File: config.mk
export PLATFORM = sky130hd
export DESIGN_NAME = dtab_blend
export DESIGN_NICKNAME = d
export VERILOG_FILES = /design/src/rtl/dtab_pkg.sv /design/src/rtl/dtab_blend.sv
export SDC_FILE = /design/constraint.sdc
export NUM_CORES = 2
export LEC_CHECK = 0
export ABC_AREA = 1
export BUFFER_PORTS_ARGS = -buffer_cell sky130_fd_sc_hd__buf_2
export CELL_PAD_IN_SITES_DETAIL_PLACEMENT = 0
export CELL_PAD_IN_SITES_GLOBAL_PLACEMENT = 1
export CORE_ASPECT_RATIO = 1.5
export CORE_MARGIN = 5
export CORE_UTILIZATION = 45
export CTS_BUF_LIST = sky130_fd_sc_hd__clkbuf_4
export DETAILED_ROUTE_END_ITERATION = 10
export HOLD_SLACK_MARGIN = 0.15
export PLACE_DENSITY = 0.81
export SLEW_MARGIN = 10
export SYNTH_ARGS = -nofsm -noshare
export SYNTH_HDL_FRONTEND = slang
export SYNTH_SLANG_ARGS = --single-unit
File: constraint.sdc
create_clock -name clk_i -period 4.7 [get_ports clk_i]
set_clock_uncertainty 0.05 [all_clocks]
set_input_delay 0.235 -clock clk_i [delete_from_list [all_inputs] [get_ports clk_i]]
set_output_delay 0.235 -clock clk_i [all_outputs]
set_load 0.005 [all_outputs]
File: src/rtl/dtab_pkg.sv
`timescale 1ns / 1ps

package dtab_pkg;

  localparam int unsigned MAX_WIDTH_DEF  = 256;
  localparam int unsigned MAX_HEIGHT_DEF = 256;
  localparam int unsigned DEPTH_BITS_DEF = 24;

  localparam int unsigned CFG_IDX_W  = 2;
  localparam int unsigned CFG_DATA_W = 9;

  localparam logic [7:0] ALPHA_OPAQUE = 8'd255;

  typedef enum logic [1:0] {
    CFG_DEPTH_TEST   = 2'd0,
    CFG_FRAME_WIDTH  = 2'd1,
    CFG_FRAME_HEIGHT = 2'd2
  } cfg_idx_e;

  typedef enum logic [1:0] {
    STATUS_WRITTEN  = 2'd0,
    STATUS_CLIPPED  = 2'd1,
    STATUS_REJECTED = 2'd2,
    STATUS_READ     = 2'd3
  } status_e;

  typedef enum logic [1:0] {
    ST_CLEAR,
    ST_IDLE,
    ST_EVAL,
    ST_BLEND
  } state_e;

  typedef enum logic [1:0] {
    BL_IDLE,
    BL_MUL,
    BL_SUM,
    BL_DIV
  } blend_state_e;

  typedef struct packed {
    logic [7:0] alpha;
    logic [7:0] blue;
    logic [7:0] green;
    logic [7:0] red;
  } colour_t;

  typedef struct packed {
    logic en;
    logic we;
  } mem_ctl_t;

  typedef struct packed {
    logic               op;
    logic signed [15:0] pixel_x;
    logic signed [15:0] pixel_y;
    logic signed [23:0] frag_depth;
    logic [7:0]         frag_red;
    logic [7:0]         frag_green;
    logic [7:0]         frag_blue;
    logic [7:0]         frag_alpha;
  } item_t;

  typedef struct packed {
    status_e            status;
    logic [7:0]         out_red;
    logic [7:0]         out_green;
    logic [7:0]         out_blue;
    logic [7:0]         out_alpha;
    logic signed [23:0] out_depth;
  } result_t;

endpackage

File: src/rtl/dtab_blend.sv
`timescale 1ns / 1ps

module dtab_blend (
  input  logic              clk_i,
  input  logic              rst_ni,
  input  logic              start_i,
  input  dtab_pkg::colour_t src_i,
  input  dtab_pkg::colour_t dst_i,
  output logic              done_o,
  output dtab_pkg::colour_t colour_o
);

  localparam int unsigned LANES = 3;

  dtab_pkg::blend_state_e state_q, state_d;

  dtab_pkg::colour_t src_q, dst_q;
  logic [7:0]        src_c [LANES];
  logic [7:0]        dst_c [LANES];

  logic [15:0] ac_q  [LANES];
  logic [15:0] ac_d  [LANES];
  logic [24:0] rem_q [LANES];
  logic [24:0] rem_d [LANES];
  logic [7:0]  quo_q [LANES];
  logic [7:0]  quo_d [LANES];
  logic [15:0] ea_q, ea_d;
  logic [15:0] s_q, s_d;
  logic [22:0] dv_q, dv_d;
  logic [7:0]  alpha_q, alpha_d;
  logic [2:0]  cnt_q, cnt_d;
  logic        done_q, done_d;
  logic [23:0] alpha_prod;

  logic load_en, mul_en, sum_en, div_en;

  function automatic logic [7:0] ALPHA_MINUS(input logic [7:0] a);
    return dtab_pkg::ALPHA_OPAQUE - a;
  endfunction

  always_comb begin
    state_d = state_q;
    unique case (state_q)
      dtab_pkg::BL_IDLE: begin
        if (start_i) begin
          state_d = dtab_pkg::BL_MUL;
        end
      end
      dtab_pkg::BL_MUL: state_d = dtab_pkg::BL_SUM;
      dtab_pkg::BL_SUM: state_d = dtab_pkg::BL_DIV;
      dtab_pkg::BL_DIV: begin
        if (cnt_q == 3'd0) begin
          state_d = dtab_pkg::BL_IDLE;
        end
      end
      default: state_d = dtab_pkg::BL_IDLE;
    endcase
  end

  always_comb begin
    load_en = 1'b0;
    mul_en  = 1'b0;
    sum_en  = 1'b0;
    div_en  = 1'b0;
    unique case (state_q)
      dtab_pkg::BL_IDLE: load_en = start_i;
      dtab_pkg::BL_MUL:  mul_en  = 1'b1;
      dtab_pkg::BL_SUM:  sum_en  = 1'b1;
      dtab_pkg::BL_DIV:  div_en  = 1'b1;
      default: ;
    endcase
  end

  always_comb begin
    src_c[0] = src_q.red;
    src_c[1] = src_q.green;
    src_c[2] = src_q.blue;
    dst_c[0] = dst_q.red;
    dst_c[1] = dst_q.green;
    dst_c[2] = dst_q.blue;
  end

  // products, weighted sums, then one quotient bit per cycle in each lane
  always_comb begin
    ea_d  = 16'(dst_q.alpha) * 16'(ALPHA_MINUS(src_q.alpha));
    s_d   = 16'({src_q.alpha, 8'd0}) - 16'(src_q.alpha) + ea_q;
    dv_d  = sum_en ? (23'(s_d) << 7) : (dv_q >> 1);
    cnt_d = sum_en ? 3'd7 : (cnt_q - 3'd1);
    for (int i = 0; i < LANES; i++) begin
      ac_d[i] = 16'(src_c[i]) * 16'(src_q.alpha);
      if (sum_en) begin
        rem_d[i] = 25'({ac_q[i], 8'd0}) - 25'(ac_q[i]) + 25'(ea_q) * 25'(dst_c[i]);
        quo_d[i] = '0;
      end else if (rem_q[i] >= 25'(dv_q)) begin
        rem_d[i] = rem_q[i] - 25'(dv_q);
        quo_d[i] = {quo_q[i][6:0], 1'b1};
      end else begin
        rem_d[i] = rem_q[i];
        quo_d[i] = {quo_q[i][6:0], 1'b0};
      end
    end
    alpha_prod = (24'(s_q) + 24'd1) * 24'd257;
    alpha_d    = alpha_prod[23:16];
    done_d     = div_en & (cnt_q == 3'd0);
  end

  always_ff @(posedge clk_i or negedge rst_ni) begin
    if (!rst_ni) begin
      state_q <= dtab_pkg::BL_IDLE;
      done_q  <= 1'b0;
    end else begin
      state_q <= state_d;
      done_q  <= done_d;
    end
  end

  always_ff @(posedge clk_i) begin
    if (load_en) begin
      src_q <= src_i;
      dst_q <= dst_i;
    end
    if (mul_en) begin
      ac_q <= ac_d;
      ea_q <= ea_d;
    end
    if (sum_en) begin
      s_q <= s_d;
    end
    if (sum_en || div_en) begin
      rem_q <= rem_d;
      quo_q <= quo_d;
      dv_q  <= dv_d;
      cnt_q <= cnt_d;
    end
    if (div_en) begin
      alpha_q <= alpha_d;
    end
  end

  // both alphas zero leaves the fragment colour unblended
  always_comb begin
    if (s_q == 16'd0) begin
      colour_o = src_q;
    end else begin
      colour_o.alpha = alpha_q;
      colour_o.blue  = quo_q[2];
      colour_o.green = quo_q[1];
      colour_o.red   = quo_q[0];
    end
  end

  assign done_o = done_q;

endmodule

==> flow_summary.ini <==
[synth]
syn_avg_cell_area_um2 = 7.762
synth-async-reset-ratio = 0.01071
seq_area_frac_synth = 0.2011
yosysTopAreaCell = fa_1
yosysUniqueCellTypes = 51
synth_nets = 6389
netlist_top_cells_area = fa_1 (24%), edfxtp_1 (20%), ha_1 (14%)
synth_edf_count = 277
ys_warn_count = 0
synthCells = 5377
post-synth-top-area-fraction = 0.2350
ys.flop_type = edfxtp_1
syn-cell-area_um2 = 41730
synth_commonest_cells = nand2_1 (1366), inv_1 (1320), fa_1 (490)
synth_seq_cells = 280
yosysMostFrequentCell = nand2_1

[clock_network]
clock_latency_ps = 950
cts.sinks = 280
cts_buffer_depth = 3
clkTransAtPathRegs_ps = 80
cts_made_buffers = 74
tritoncts = done
htreeDepth = 3
clockRootBuffer = clkbuf_4

[run_status]
violations = negative setup slack
status = finished, violations left

[worst_setup_path]
crit_required_ps = 5280
crit_cells = 19
cp-start-kind = flop
crit_path_end_kind = flop
cp_slowest_stage_delay_ps = 560
cp_num_buf_inv = 6
ff2ff_setup_slack_ps = -340
path_class = flop to flop
r2r_end = rem_q[43]$_DFFE_PP_
cp.arrival_ps = 5620
cp_max_fo = 6
path_cells = buf_6, clkbuf_16, nand2_4, inv_2, fa_1, fa_1, fa_1, fa_1, inv_2, fa_1, inv_2, ha_4, buf_4, a21oi_4, o21ai_1, a21oi_1, nand3_2, nor2_1, o21ai_0
cpMostUsedCell = fa_1
worstRegToRegCells = 19
cp-startpoint = ea_q[12]$_DFFE_PN_
reg2reg_from = ea_q[12]$_DFFE_PN_
path_delay_family = adder cells
slowest_stage = fa_1
critPathCapture = rem_q[43]$_DFFE_PP_

[timing]
slew_violations = 0
min_period_ps = 5038
worst_slack_ps = -337.6
setup_viol = 50
finalSetupTns_ps = -8733
timing.final.crit_share = 1.072
hold_violations = 0
tightest_slew_ps = 1080
fmax_ghz = 0.1985
holdWs_ps = 492.7
relSlewSlack = 0.2799
rsz0062_at_grt = true

[placed_design]
place.gp.congestion = 0.9355
place_hpwl_mm = 101.0
post-place-ws_ps = -423.4
io_buffer_count = 99

[global_route]
grt_pass1_vias = 37420
grt_pass1_wl_mm = 196.0
grt_antenna_before_repair = 3
grt_max_degree = 79
overflow = 0
grt_usage = 0.2497

[die]
rows = 136
die_w_um = 258.7
die_h_um = 383.0
dieArea_um2 = 99060
io_pins = 100
initial_core_util = 0.4542
core_area_um2 = 91890

[route]
wirelength_mm = 125.3
drc = 0
via_per_inst = 5.061
wl_per_cell_um = 17.62
first_iter_violations = 1971
first_pass_iters = 7
ant_nets = 0
vias = 35980

[layout]
regArea_um2 = 8393
area_growth_pct = 21.48
multi_input_area_um2 = 29670
drive_gt1_frac = 0.1696
fillers = 8529
layout.nets = 6898

[run]
cap_violations = 0

[worst_hold_path]
hold_path_class = input pin to flop
hold_start = src_i[2]
-- registers in the layout, summed over array words and instances, names as in the netlist --
signal / flops
ea_q: 16
ac_q: 48
state_q: 2
src_c: 24
quo_q: 24
s_q: 16
alpha_q: 8
dst_q: 8
rem_q: 75
dst_c: 24
cnt_q: 3
done_o: 1
dv_q: 23
src_q: 8
-- cell usage in the layout, fill, tap and decap left out, drive strengths merged, types with 4 or more instances in the layout --
cell / instances
o211ai: 4
nand3b: 11
nor4: 7
buf: 464
nand2: 1369
xor2: 76
edfxtp: 277
o21bai: 18
xnor2: 24
a21boi: 4
clkbuf: 99
nor2: 240
nand4: 72
and2: 15
inv: 1323
o21ai: 262
nand3: 201
or2: 8
nor3: 41
dlygate4sd3: 133
o21a: 4
ha: 455
fa: 490
a21o: 14
and3: 4
a21oi: 271
clkinv: 25
-- routing by layer --
metal	wire length (um)	up-vias	global-route usage
li1	-	17590	-
met3	4142	318	0.02448
met2	64700	856	0.4600
met5	0	-	0
met4	7687	0	0.1254
met1	48740	17220	0.2876
-- kinds of logic after synthesis --
family	after synthesis	share of synthesized area
AOI/OAI and AO/OA	587	0.07681
xor gates and xnor gates	100	0.02099
adders and majority gates	945	0.3715
muxes	2	0.0005396
buffers and inverters	1493	0.1354
DFF	280	0.2011
and+or+nand+nor	1970	0.1937
-- how the worst min path moves through the flow --
stage | depth (start not counted) | to
finish | 3 | src_c[18]$_DFFE_PP_
global route | 3 | src_q[24]$_DFFE_PP_
CTS | 3 | src_q[27]$_DFFE_PP_
detailed placement | 1 | done_o$_DFF_PN0_
global placement | 1 | done_o$_DFF_PN0_
floorplan | 0 | done_o$_DFF_PN0_
-- timing repair --
item / CTS / global route
pin swaps: 62 / 147
hold buffers: 133 / 0
endpoints found under the hold margin: 104 / 0
setup buffers: 21 / 28
setup endpoints to repair: 57 / 64
gates cloned: 0 / 4
resized for setup: 250 / 287
-- metrics by stage --
step	instances	util	instance area [um^2]
2_1_floorplan	5377	-	41840
3_3_place_gp	6799	0.4991	45870
3_5_place_dp	6799	0.4991	45870
4_1_cts	7076	0.5380	49440
5_1_grt	7108	0.5517	50700
6_report	7109	0.5517	50700
-- final cells by class --
class	count	area share
tap	1173	0.02895
clock inverter	27	0.003998
timing repair buffer	600	0.1034
inverter	1326	0.09842
antenna	3	0.0001481
clock buffer	96	0.01422
multi-input combinational	3604	0.5853
sequential	280	0.1655
-- worst min-delay path, stage by stage --
cell	delay (ps)
dlygate4sd3_1	530
buf_2	90
dlygate4sd3_1	530
Power is left out: the tool's default activity adds up to more than one toggle a clock period on the data nets, which glitch-free logic cannot reach.
